**src/rtl/lfu_pkg.sv**
```systemverilog
// ----------------------------------------------------------------------------
// lfu_pkg: shared types and constants of the lfu cache table
// Sizes, opcodes and the packed layout of one stored entry.
// ----------------------------------------------------------------------------
`default_nettype none

package lfu_pkg;

	localparam int ENTRIES    = 16;
	localparam int COUNT_BITS = 16;
	localparam int IDX_W      = (ENTRIES > 1) ? $clog2(ENTRIES) : 1;
	localparam int OCC_W      = $clog2(ENTRIES + 1);
	localparam int KEY_W      = 32;
	localparam int DATA_W     = 32;
	localparam int CAP_W      = 5;
	localparam logic [CAP_W-1:0] CAP_RESET = CAP_W'(16);

	localparam logic OP_GET = 1'b0;
	localparam logic OP_PUT = 1'b1;

	typedef struct packed {
		logic [KEY_W-1:0]      key;
		logic [DATA_W-1:0]     data;
		logic [COUNT_BITS-1:0] count;
		logic [IDX_W-1:0]      rank;
	} entry_t;

	localparam int ENTRY_W = $bits(entry_t);

endpackage

`default_nettype wire

```
**src/rtl/lfu_if.sv**
```systemverilog
// ----------------------------------------------------------------------------
// lfu_req_if / lfu_rsp_if: request and response channels
// Valid/ready channels carrying one access and one result.
// ----------------------------------------------------------------------------
`default_nettype none

interface lfu_req_if;
	logic                       valid;
	logic                       ready;
	logic                       opcode;
	logic [lfu_pkg::KEY_W-1:0]  key;
	logic [lfu_pkg::DATA_W-1:0] value;

	modport source (output valid, opcode, key, value, input ready);
	modport sink   (input valid, opcode, key, value, output ready);
endinterface

interface lfu_rsp_if;
	logic                       valid;
	logic                       ready;
	logic                       hit;
	logic [lfu_pkg::DATA_W-1:0] read_value;
	logic                       evicted;
	logic [lfu_pkg::KEY_W-1:0]  evicted_key;

	modport source (output valid, hit, read_value, evicted, evicted_key, input ready);
	modport sink   (input valid, hit, read_value, evicted, evicted_key, output ready);
endinterface

`default_nettype wire

```
**src/rtl/lfu_ram.sv**
```systemverilog
// ----------------------------------------------------------------------------
// lfu_ram: generic simple dual-port ram
// One write port, one read port with registered read data.
// ----------------------------------------------------------------------------
`default_nettype none

module lfu_ram #(
	parameter int WIDTH = 8,
	parameter int DEPTH = 16
) (
	input  wire logic                             clk,
	input  wire logic                             wr_en,
	input  wire logic [$clog2(DEPTH)-1:0]         wr_addr,
	input  wire logic [WIDTH-1:0]                 wr_data,
	input  wire logic                             rd_en,
	input  wire logic [$clog2(DEPTH)-1:0]         rd_addr,
	output logic      [WIDTH-1:0]                 rd_data
);

	logic [WIDTH-1:0] mem [DEPTH];

	// write port and registered read
	always_ff @(posedge clk) begin
		if (wr_en) begin
			mem[wr_addr] <= wr_data;
		end
		if (rd_en) begin
			rd_data <= mem[rd_addr];
		end
	end

endmodule

`default_nettype wire

```
**src/rtl/lfu_cache_table_top.sv**
```systemverilog
// Each access that changes state sweeps the entry ram twice through its single
// read port: one sweep to find the key and the victim, one read-modify-write
// sweep to update ranks. A get miss or an ignored put needs only the first sweep.
// A new access is taken only once the last result has gone to the result
// register, which waits for the receiver, so one access is handled at a time.
// Reset (arst_n low) empties the cache and sets the capacity register to 16.
// ----------------------------------------------------------------------------
// lfu_cache_table_top: lfu key/value cache with lru tie break
// Entries live in one ram; valid bits, occupancy and control in flops.
// ----------------------------------------------------------------------------
`default_nettype none

module lfu_cache_table_top (
	input  wire logic                      clk,
	input  wire logic                      arst_n,
	lfu_req_if.sink                        req,
	lfu_rsp_if.source                      rsp,
	input  wire logic                      cfg_we,
	input  wire logic [lfu_pkg::CAP_W-1:0] cfg_wdata
);

	localparam int IDX_W = lfu_pkg::IDX_W;
	localparam int OCC_W = lfu_pkg::OCC_W;
	localparam int CNT_W = IDX_W + 1;
	localparam int CMP_W = lfu_pkg::CAP_W + OCC_W;

	localparam logic [2:0] ST_IDLE   = 3'd0;
	localparam logic [2:0] ST_SCAN   = 3'd1;
	localparam logic [2:0] ST_DECIDE = 3'd2;
	localparam logic [2:0] ST_UPD    = 3'd3;
	localparam logic [2:0] ST_DONE   = 3'd4;

	localparam logic [1:0] MODE_NONE  = 2'd0;
	localparam logic [1:0] MODE_TOUCH = 2'd1;
	localparam logic [1:0] MODE_INS   = 2'd2;

	localparam logic [lfu_pkg::CAP_W-1:0] CAP_RESET_V = lfu_pkg::CAP_RESET;

	logic [2:0]                    state_q;
	logic [1:0]                    mode_q;
	logic [lfu_pkg::CAP_W-1:0]     cap_q;
	logic [OCC_W-1:0]              occ_q;
	logic [lfu_pkg::ENTRIES-1:0]   valid_q;
	logic [CNT_W-1:0]              rd_idx_q;
	logic                          rd_vld_s1;
	logic [IDX_W-1:0]              idx_s1;

	logic                          op_q;
	logic [lfu_pkg::KEY_W-1:0]     key_q;
	logic [lfu_pkg::DATA_W-1:0]    val_q;

	logic                          found_q;
	logic [IDX_W-1:0]              match_idx_q;
	lfu_pkg::entry_t               match_ent_q;
	logic                          have_v_q;
	logic [IDX_W-1:0]              vic_idx_q;
	lfu_pkg::entry_t               vic_ent_q;
	logic                          evict_q;
	logic [IDX_W-1:0]              ins_idx_q;

	logic                          pend_hit_q;
	logic [lfu_pkg::DATA_W-1:0]    pend_rval_q;
	logic                          pend_ev_q;
	logic [lfu_pkg::KEY_W-1:0]     pend_evkey_q;

	logic                          out_valid_q;
	logic                          rsp_hit_q;
	logic [lfu_pkg::DATA_W-1:0]    rsp_rval_q;
	logic                          rsp_ev_q;
	logic [lfu_pkg::KEY_W-1:0]     rsp_evkey_q;

	logic                          ram_we;
	logic [IDX_W-1:0]              ram_waddr;
	logic [lfu_pkg::ENTRY_W-1:0]   ram_wdata;
	logic                          ram_re;
	logic [lfu_pkg::ENTRY_W-1:0]   ram_rdata;
	lfu_pkg::entry_t               rd_ent;
	lfu_pkg::entry_t               upd_ent;
	logic                          upd_we;

	logic                          rd_more;
	logic                          last_s1;
	logic                          cur_valid;
	logic                          is_match;
	logic                          is_better;

	logic                          cap_zero;
	logic                          full;
	logic                          do_evict;
	logic [lfu_pkg::ENTRIES-1:0]   valid_after;
	logic [lfu_pkg::ENTRIES-1:0]   valid_next;
	logic                          free_found;
	logic [IDX_W-1:0]              free_idx;
	logic [1:0]                    mode_d;

	lfu_ram #(
		.WIDTH (lfu_pkg::ENTRY_W),
		.DEPTH (lfu_pkg::ENTRIES)
	) u_ram (
		.clk     (clk),
		.wr_en   (ram_we),
		.wr_addr (ram_waddr),
		.wr_data (ram_wdata),
		.rd_en   (ram_re),
		.rd_addr (rd_idx_q[IDX_W-1:0]),
		.rd_data (ram_rdata)
	);

	// read sweep control
	assign rd_more   = rd_idx_q < CNT_W'(lfu_pkg::ENTRIES);
	assign ram_re    = ((state_q == ST_SCAN) || (state_q == ST_UPD)) && rd_more;
	assign last_s1   = rd_vld_s1 && (idx_s1 == IDX_W'(lfu_pkg::ENTRIES - 1));
	assign rd_ent    = lfu_pkg::entry_t'(ram_rdata);
	assign cur_valid = valid_q[idx_s1];

	// key match and victim compare on the entry being read
	assign is_match  = cur_valid && (rd_ent.key == key_q) && !found_q;
	assign is_better = cur_valid && (!have_v_q || (rd_ent.count < vic_ent_q.count) ||
		((rd_ent.count == vic_ent_q.count) && (rd_ent.rank > vic_ent_q.rank)));

	// decision after the scan
	assign cap_zero = (cap_q == '0);
	assign full     = (CMP_W'(occ_q) >= CMP_W'(cap_q)) ||
		(occ_q == OCC_W'(lfu_pkg::ENTRIES));
	assign do_evict = full && have_v_q;

	always_comb begin
		valid_after = valid_q;
		if (do_evict) begin
			valid_after[vic_idx_q] = 1'b0;
		end
	end

	// lowest free slot once the victim is gone
	always_comb begin
		free_found = 1'b0;
		free_idx   = '0;
		for (int i = lfu_pkg::ENTRIES - 1; i >= 0; i--) begin
			if (!valid_after[i]) begin
				free_found = 1'b1;
				free_idx   = IDX_W'(i);
			end
		end
	end

	// valid bits after an insert
	always_comb begin
		valid_next           = valid_after;
		valid_next[free_idx] = 1'b1;
	end

	always_comb begin
		mode_d = MODE_NONE;
		if (found_q && ((op_q == lfu_pkg::OP_GET) || !cap_zero)) begin
			mode_d = MODE_TOUCH;
		end else if (!found_q && (op_q == lfu_pkg::OP_PUT) && !cap_zero && free_found) begin
			mode_d = MODE_INS;
		end
	end

	// read-modify-write of one entry in the update sweep
	always_comb begin
		upd_ent = rd_ent;
		upd_we  = 1'b0;
		unique case (mode_q)
			MODE_TOUCH: begin
				if (idx_s1 == match_idx_q) begin
					upd_we       = 1'b1;
					upd_ent.rank = '0;
					if (!(&rd_ent.count)) begin
						upd_ent.count = rd_ent.count + 1'b1;
					end
					if (op_q == lfu_pkg::OP_PUT) begin
						upd_ent.data = val_q;
					end
				end else if (cur_valid && (rd_ent.rank < match_ent_q.rank)) begin
					upd_we       = 1'b1;
					upd_ent.rank = rd_ent.rank + 1'b1;
				end
			end
			MODE_INS: begin
				if (idx_s1 == ins_idx_q) begin
					upd_we        = 1'b1;
					upd_ent.key   = key_q;
					upd_ent.data  = val_q;
					upd_ent.count = lfu_pkg::COUNT_BITS'(1);
					upd_ent.rank  = '0;
				end else if (cur_valid) begin
					upd_we = 1'b1;
					if (evict_q && (rd_ent.rank > vic_ent_q.rank)) begin
						upd_ent.rank = rd_ent.rank;
					end else begin
						upd_ent.rank = rd_ent.rank + 1'b1;
					end
				end
			end
			default: begin
				upd_we = 1'b0;
			end
		endcase
	end

	assign ram_we    = (state_q == ST_UPD) && rd_vld_s1 && upd_we;
	assign ram_waddr = idx_s1;
	assign ram_wdata = upd_ent;

	// configuration register
	always_ff @(posedge clk or negedge arst_n) begin
		if (!arst_n) begin
			cap_q <= CAP_RESET_V;
		end else if (cfg_we) begin
			cap_q <= cfg_wdata;
		end
	end

	// sequencer, valid bits and occupancy
	always_ff @(posedge clk or negedge arst_n) begin
		if (!arst_n) begin
			state_q   <= ST_IDLE;
			mode_q    <= MODE_NONE;
			occ_q     <= '0;
			valid_q   <= '0;
			rd_idx_q  <= '0;
			rd_vld_s1 <= 1'b0;
			found_q   <= 1'b0;
			have_v_q  <= 1'b0;
		end else begin
			rd_vld_s1 <= ram_re;
			if (ram_re) begin
				rd_idx_q <= rd_idx_q + 1'b1;
			end
			unique case (state_q)
				ST_IDLE: begin
					if (req.valid) begin
						state_q  <= ST_SCAN;
						rd_idx_q <= '0;
						found_q  <= 1'b0;
						have_v_q <= 1'b0;
					end
				end
				ST_SCAN: begin
					if (rd_vld_s1) begin
						if (is_match) begin
							found_q <= 1'b1;
						end
						if (is_better) begin
							have_v_q <= 1'b1;
						end
					end
					if (last_s1) begin
						state_q <= ST_DECIDE;
					end
				end
				ST_DECIDE: begin
					mode_q   <= mode_d;
					rd_idx_q <= '0;
					if (mode_d == MODE_INS) begin
						valid_q <= valid_next;
						if (!do_evict) begin
							occ_q <= occ_q + 1'b1;
						end
					end
					state_q <= (mode_d == MODE_NONE) ? ST_DONE : ST_UPD;
				end
				ST_UPD: begin
					if (last_s1) begin
						state_q <= ST_DONE;
					end
				end
				ST_DONE: begin
					if (!out_valid_q || rsp.ready) begin
						state_q <= ST_IDLE;
					end
				end
				default: begin
					state_q <= ST_IDLE;
				end
			endcase
		end
	end

	// access and scan payload
	always_ff @(posedge clk) begin
		if ((state_q == ST_IDLE) && req.valid) begin
			op_q  <= req.opcode;
			key_q <= req.key;
			val_q <= req.value;
		end
		if ((state_q == ST_SCAN) && rd_vld_s1) begin
			if (is_match) begin
				match_idx_q <= idx_s1;
				match_ent_q <= rd_ent;
			end
			if (is_better) begin
				vic_idx_q <= idx_s1;
				vic_ent_q <= rd_ent;
			end
		end
		if (ram_re) begin
			idx_s1 <= rd_idx_q[IDX_W-1:0];
		end
		if (state_q == ST_DECIDE) begin
			evict_q      <= do_evict && (mode_d == MODE_INS);
			ins_idx_q    <= free_idx;
			pend_hit_q   <= found_q;
			pend_rval_q  <= (found_q && (op_q == lfu_pkg::OP_GET)) ? match_ent_q.data : '0;
			pend_ev_q    <= do_evict && (mode_d == MODE_INS);
			pend_evkey_q <= (do_evict && (mode_d == MODE_INS)) ? vic_ent_q.key : '0;
		end
	end

	// result register
	always_ff @(posedge clk or negedge arst_n) begin
		if (!arst_n) begin
			out_valid_q <= 1'b0;
		end else if ((state_q == ST_DONE) && (!out_valid_q || rsp.ready)) begin
			out_valid_q <= 1'b1;
		end else if (rsp.ready) begin
			out_valid_q <= 1'b0;
		end
	end

	always_ff @(posedge clk) begin
		if ((state_q == ST_DONE) && (!out_valid_q || rsp.ready)) begin
			rsp_hit_q   <= pend_hit_q;
			rsp_rval_q  <= pend_rval_q;
			rsp_ev_q    <= pend_ev_q;
			rsp_evkey_q <= pend_evkey_q;
		end
	end

	assign req.ready       = (state_q == ST_IDLE);
	assign rsp.valid       = out_valid_q;
	assign rsp.hit         = rsp_hit_q;
	assign rsp.read_value  = rsp_rval_q;
	assign rsp.evicted     = rsp_ev_q;
	assign rsp.evicted_key = rsp_evkey_q;

	// occupancy tracks the valid bits
	a_occ_matches_valid: assert property (@(posedge clk) disable iff (!arst_n)
		OCC_W'($countones(valid_q)) == occ_q)
		else $error("occupancy out of step with valid bits");

	// an insert never lands on a live slot
	a_ins_free: assert property (@(posedge clk) disable iff (!arst_n)
		(state_q == ST_DECIDE) && (mode_d == MODE_INS) |-> !valid_after[free_idx])
		else $error("insert onto a valid slot");

	// an eviction only comes from a put that missed
	a_evict_put: assert property (@(posedge clk) disable iff (!arst_n)
		rsp.valid && rsp.evicted |-> !rsp.hit && (rsp.read_value == '0))
		else $error("eviction reported on a hit");

	// ram is only written during the update sweep
	a_wr_in_upd: assert property (@(posedge clk) disable iff (!arst_n)
		ram_we |-> (mode_q != MODE_NONE))
		else $error("entry write without an update");

endmodule

`default_nettype wire

```
**src/flat_wrapper.sv**
```systemverilog
// flat-port wrapper written by rule: the top's interface ports become plain ports
module lfu_cache_table_top_flat 
  (clk, arst_n, cfg_we, cfg_wdata, req_valid, req_opcode, req_key, req_value, req_ready, rsp_valid, rsp_hit, rsp_read_value, rsp_evicted, rsp_evicted_key, rsp_ready);
  lfu_req_if req_i ();
  lfu_rsp_if rsp_i ();
  input  wire logic clk;
  input  wire logic arst_n;
  input  wire logic cfg_we;
  input  wire logic [lfu_pkg::CAP_W-1:0] cfg_wdata;
  input wire logic [$bits(req_i.valid)-1:0] req_valid;
  input wire logic [$bits(req_i.opcode)-1:0] req_opcode;
  input wire logic [$bits(req_i.key)-1:0] req_key;
  input wire logic [$bits(req_i.value)-1:0] req_value;
  output wire logic [$bits(req_i.ready)-1:0] req_ready;
  output wire logic [$bits(rsp_i.valid)-1:0] rsp_valid;
  output wire logic [$bits(rsp_i.hit)-1:0] rsp_hit;
  output wire logic [$bits(rsp_i.read_value)-1:0] rsp_read_value;
  output wire logic [$bits(rsp_i.evicted)-1:0] rsp_evicted;
  output wire logic [$bits(rsp_i.evicted_key)-1:0] rsp_evicted_key;
  input wire logic [$bits(rsp_i.ready)-1:0] rsp_ready;
  assign req_i.valid = req_valid;
  assign req_i.opcode = req_opcode;
  assign req_i.key = req_key;
  assign req_i.value = req_value;
  assign req_ready = req_i.ready;
  assign rsp_valid = rsp_i.valid;
  assign rsp_hit = rsp_i.hit;
  assign rsp_read_value = rsp_i.read_value;
  assign rsp_evicted = rsp_i.evicted;
  assign rsp_evicted_key = rsp_i.evicted_key;
  assign rsp_i.ready = rsp_ready;
  lfu_cache_table_top u_core (.clk(clk), .arst_n(arst_n), .req(req_i), .rsp(rsp_i), .cfg_we(cfg_we), .cfg_wdata(cfg_wdata));
endmodule
```
**config.mk**
```make
export PLATFORM = sky130hd
export DESIGN_NAME = lfu_cache_table_top_flat
export DESIGN_NICKNAME = d
export VERILOG_FILES = /design/src/rtl/lfu_pkg.sv /design/src/rtl/lfu_if.sv /design/src/rtl/lfu_ram.sv /design/src/rtl/lfu_cache_table_top.sv /design/src/flat_wrapper.sv
export SDC_FILE = /design/constraint.sdc
export NUM_CORES = 2
export LEC_CHECK = 0
export BUFFER_PORTS_ARGS = -buffer_cell sky130_fd_sc_hd__buf_2
export CAP_MARGIN = 10
export CORE_ASPECT_RATIO = 0.75
export CORE_MARGIN = 2
export CORE_UTILIZATION = 40
export CTS_CLUSTER_DIAMETER = 80
export DETAILED_ROUTE_END_ITERATION = 7
export PLACE_DENSITY = 0.56
export SLEW_MARGIN = 20
export SYNTH_ARGS = -nofsm -noshare
export SYNTH_HDL_FRONTEND = slang
export SYNTH_HIERARCHICAL = 1
export SYNTH_SLANG_ARGS = --single-unit
```
**constraint.sdc**
```tcl
create_clock -name clk -period 10.4 [get_ports clk]
set_input_delay 0.52 -clock clk [delete_from_list [all_inputs] [get_ports clk]]
set_output_delay 0.52 -clock clk [all_outputs]
set_load 0.01 [all_outputs]
```
-- Yosys cells after proc, flatten, opt, wreduce, memory -nomap -nowiden
Memory sizes are Yosys's and may differ from the RTL's. A register that Yosys moved wholly into a read port is not among the register bits.
Cells that the tools add are included.
- add/subtract/negate cells: 4
- magnitude comparators: 10
- equal/unequal tests: 20
- muxes and demuxes: 77
- bitwise logic cells: 5
- reductions and logical operators: 45
- operators by type and width (operator ; number):
    $pmux W52 S2 ; 1
    $mux W4 ; 21
    $mux W80 ; 1
    $mux W32 ; 2
    $mux W48 ; 1
    $eq A32 B32 Y1 ; 1
    $mux W1 ; 32
    $mux W16 ; 2
    $logic_and A1 B1 Y1 ; 22
    $add A16 B1 Y16 const B ; 1
    $and A16 B16 Y16 ; 1
    $eq A16 B16 Y1 ; 1
    $lt A16 B16 Y1 ; 1
    $not A16 Y16 ; 1
    $or A16 B16 Y16 ; 1
    $reduce_and A16 Y1 ; 1
    $lt A4 B5 Y1 const B ; 3
    $mux W3 ; 5
    $pmux W3 S5 ; 1
    $ne A2 B1 Y1 const B ; 6
    $reduce_and A4 Y1 ; 3
    $add A5 B1 Y5 const B ; 2
    $mux W5 ; 2
    $pmux W5 S2 ; 1
    28 further kinds ; 48
- bits in registers: 341
- memory bits (writable): 1344
- input port bits: 75
- output and inout bits: 68
- word-level logic and storage cells: 192
- memories: 1
- memory list (memory ; depth ; width ; rd ports ; clocked after Yosys merged registers in ; wr ports ; line ; source):
    u_core.u_ram.mem ; 16 ; 84 ; 1 ; 1 ; 1 ; lfu_ram.sv:20 ; logic [WIDTH-1:0] mem [DEPTH];

-- Logic depth before layout (Yosys ltp)
- depth in word-level cells: 29
- depth in mapped cells: 12
- gate-level depth less buffers: 11

-- Modules after synthesis
The synthesis kept the hierarchy.
- by module, submodules not included (module ; times used ; cells each ; area each (µm²) ; sequential area each (µm²)):
    lfu_ram ; 1 ; 2154 ; 52893.2 ; 42881.1
    lfu_cache_table_top ; 1 ; 1080 ; 14933.1 ; 10040.9

-- Least setup slack after synthesis
No wires, ideal clock.
- kind: reg-to-reg
- start: register u_core.idx_s1[0]
- end: memory u_core/u_ram/mem[0][0] in the netlist's numbering, enable pin
- setup time: 0.629 ns
- data arrival time: 8.199 ns
- required time: 9.771 ns
- path slack: 1.572 ns
- cell stages (with the launch flop): 10
- path buffers: 1
- period minus slack after synthesis: 8.828 ns
- cell sequence: edfxtp_1 -> buf_4 -> mux4_2 -> mux4_2 -> inv_2 -> a211oi_1 -> o21ai_0 -> a21oi_1 -> or3b_2 -> nor3_1
- word-level cells in the longest chain between the ends: 9
- RTL lines (item ; line ; source):
    from (decl) ; lfu_cache_table_top.sv:46 ; logic [IDX_W-1:0] idx_s1;
    from (signal assigned) ; lfu_cache_table_top.sv:300 ; idx_s1 <= rd_idx_q[IDX_W-1:0];
    $bmux W1 S4 ; lfu_cache_table_top.sv:114 ; assign cur_valid = valid_q[idx_s1];
    $mux W1 (implied by the code) ; lfu_cache_table_top.sv:114 ;
    $logic_and A1 B1 Y1 ; lfu_cache_table_top.sv:176 ; end else if (cur_valid && (rd_ent.rank < match_ent_q.rank)) begin
    $mux W1 ; lfu_cache_table_top.sv:176 ;
    $mux W1 ; lfu_cache_table_top.sv:167 ; if (idx_s1 == match_idx_q) begin
    $pmux W1 S2 (*) ; lfu_cache_table_top.sv:165 ; unique case (mode_q)
    $logic_and A1 B1 Y1 (*) ; lfu_cache_table_top.sv:203 ; assign ram_we = (state_q == ST_UPD) && rd_vld_s1 && upd_we;
    via u_core.ram_we ; lfu_cache_table_top.sv:72 ; logic ram_we;
    $mux W1 (*) ; lfu_ram.sv:24 ; if (wr_en) begin
    $mux W1 (implied by the code) (*) ; lfu_ram.sv:25 ; mem[wr_addr] <= wr_data;
    to (decl) ; lfu_ram.sv:20 ;
Mark *: on every way through the listed nets, which the timed path passes. The rest lies on a longest branch. The select of a mux whose other input is x is not followed.

-- Worst setup path in the final report
- start: register u_core.idx_s1[0]
- end: memory u_core/u_ram/mem[3][51] in the netlist's numbering, enable pin
The elaborated chain is that of the path after synthesis.

==> results.sh <==
export IMPL_grt_pass1_wl_um=236000
export IMPL_cp_slowest_stage_delay_ns=0.87
export IMPL_post_cts_resized=0
export IMPL_cap_violations=0
export IMPL_yosysTopAreaCell="edfxtp_1"
export IMPL_crit_required_ns=10.81
export IMPL_utilization=0.464
export IMPL_end_kind="register"
export IMPL_max_slew_margin=0.265
export IMPL_syn_to_final_growth_pct=15.0
export IMPL_drt_iter0_drc=3541
export IMPL_dpl_instance_area_mm2=0.0717
export IMPL_final_max_slew_viol_count=0
export IMPL_rsz0062_at_grt="false"
export IMPL_cts_setup_buffers=0
export IMPL_critPathKind="register to register"
export IMPL_cts_inserted_buffers=172
export IMPL_power_mw=21.2
export IMPL_cp_arrival_ns=6.04
export IMPL_outcome="finished, final reports clean"
export IMPL_hpwl_um=86000
export IMPL_viasPerCell=5.52
export IMPL_holdWs_ns=0.125
export IMPL_synth_ff_type="edfxtp_1"
export IMPL_power_ir_vdd_worst_mv=0.187
export IMPL_initial_core_util=0.404
export IMPL_layout_nets=3691
export IMPL_clk_pin_slew_ns=0.06
export IMPL_cts_tree="yes"
export IMPL_min_period_ns=5.63
export IMPL_cp_start_kind="register"
export IMPL_ys_seq_area_frac=0.780
export IMPL_antenna_found_initial=7
export IMPL_setup_slack_ns=4.77
export IMPL_fin_cells=5966
export IMPL_overflow=0
export IMPL_crit_slowest_cell="edfxtp_1"
export IMPL_syn_area_mm2=0.0678
export IMPL_synth_most_common_cell="edfxtp_1"
export IMPL_max_freq_ghz=0.178
export IMPL_first_pass_iters=5
export IMPL_worst_hold_path_type="primary input to register"
export IMPL_synth_area_per_cell_um2=21.0
export IMPL_ctsHoldBuffers=76
export IMPL_setup_violations=0
export IMPL_ant_nets=0
export IMPL_synth_top_area_share=0.765
export IMPL_wl_per_cell_um=27.0
export IMPL_drt_wl_total_um=161000
export IMPL_hold_viol=0
export IMPL_portBuffers=142
export IMPL_setup_worst_path_start="u_core/idx_s1[0]"
export IMPL_synthDistinctLibCells=76
export IMPL_drc_errors=0
export IMPL_stdcell_area_mm2=0.0780
export IMPL_post_place_cells=5574
export IMPL_setup_tns_ns=0
export IMPL_pin_count=143
export IMPL_grt_usage=0.187
export IMPL_path_cells="mux4_2 > mux4_2 > inv_2 > a211oi_1 > o21ai_0 > a21oi_1 > or3b_2 > nor2_4 > buf_4 > buf_4"
export IMPL_synthTopCellsByCount="edfxtp_1, mux4_2, nand2_1"
export IMPL_hold_start="cfg_we"
export IMPL_fin_crit_sh=0.542
export IMPL_synth_edff_count=1729
export IMPL_cts_sinks=1769
export IMPL_gp_congestion=0.849
export IMPL_synth_seq_cells=1769
export IMPL_htree_levels=4
export IMPL_syn_nets=3344
export IMPL_syn_instance_count=3234
export IMPL_crit_reg2reg_launch="u_core/idx_s1[0]"
export IMPL_vias=32900
export IMPL_power_density_mw_per_mm2=271
export IMPL_pre_cts_ws_ns=4.71
export IMPL_worst_pin_slew_ns=1.10
export IMPL_ys_warn_count=6
export IMPL_path_max_fanout=37
export IMPL_drive_above_1_share=0.260
export IMPL_max_clock_path_buffers=3
export IMPL_grt_pass1_vias=33700
export IMPL_die_area_mm2=0.173
export IMPL_async_flop_share=0.0226
export IMPL_dieHeight_um=361
export IMPL_std_cell_rows=130
export IMPL_grt_max_degree=98
export IMPL_p_leak_nw=24.9
export IMPL_worst_skew_pair_late_latency_ns=0.79
export IMPL_die_w_um=479
export IMPL_synth_area_leaders="edfxtp_1, mux4_2, a22oi_1"
export IMPL_clockRootBuffer="clkbuf_16"
export IMPL_core_mm2=0.168
export IMPL_clock_skew_ns=0.0384
-- state kept, by name, summed over array words and instances (netlist names), 36 cells and up --
signal	flops
u_core/match_ent_q	36
u_core/u_ram/mem	1344
u_core/u_ram/rd_data	84
u_core/vic_ent_q	52
-- cell type report --
cell class	count	area [µm²]
tap	2244	2810
inverter	43	166
fill	14000	90000
clock inverter	96	967
sequential	1769	52900
timing repair buffer	325	2310
antenna	2	5.00
clock buffer	217	4580
multi-input combinational	1270	14200
-- routing by layer --
layer / track usage / vias up / part of all wire
met1: 0.280 / 17700 / 0.46
li1: - / 14100 / -
met2: 0.281 / 986 / 0.45
met5: 0.00194 / - / 0.00027
met3: 0.0383 / 207 / 0.064
met4: 0.0439 / 2 / 0.019
-- worst max-delay path, delay by kind of cell, from the launching register on --
family	cells	cell delay, ns
DFF	1	0.87
buffers and inverters	3	1.25
AOI/OAI and AO/OA	3	0.96
muxes	2	0.69
and+or+nand+nor	2	1.41
-- path summary, 6_finish.rpt --
check	end	slack [ns]	depth (start not counted)
worst min register to register	u_core/rsp.read_value[9]	0.41	0
worst min-delay path	u_core/cap_q[0]	0.12	2
min in group asynchronous	u_core/cap_q[0]	0.16	2
max in group asynchronous	u_core/rd_idx_q[1]	9.74	3
worst max-delay path	u_core/u_ram/mem[3][51]	4.77	10
worst max register to register	u_core/u_ram/mem[3][51]	4.77	10
-- cells in the final DEF, fill, tap and decap left out, drive strengths merged, types with 33 or more instances in the layout --
master | synthesis | routed
buf | 77 | 249
mux4 | 341 | 341
clkbuf | 75 | 217
mux2 | 33 | 33
and2 | 67 | 67
nor2 | 52 | 52
dlygate4sd3 | 0 | 76
o21ai | 103 | 103
edfxtp | 1729 | 1729
inv | 43 | 51
nand2 | 167 | 167
dfrtp | 39 | 39
a22oi | 201 | 201
clkinv | 0 | 67
ha | 35 | 35
-- where the power goes --
group / switching [mW] / internal, mW
combinational: 3.14 / 1.85
sequential: 0.481 / 9.49
clock: 2.67 / 3.53
total: 6.29 / 14.9
-- logic make-up after synthesis --
kind of cell / share of synthesized area
buf+inv: 0.0129
xor+xnor: 0.00633
fa+ha+maj: 0.00646
flops: 0.780
simple gates: 0.0300
mux: 0.119
compound gates: 0.0448
Note: power is estimated with default switching activity, not from simulation.
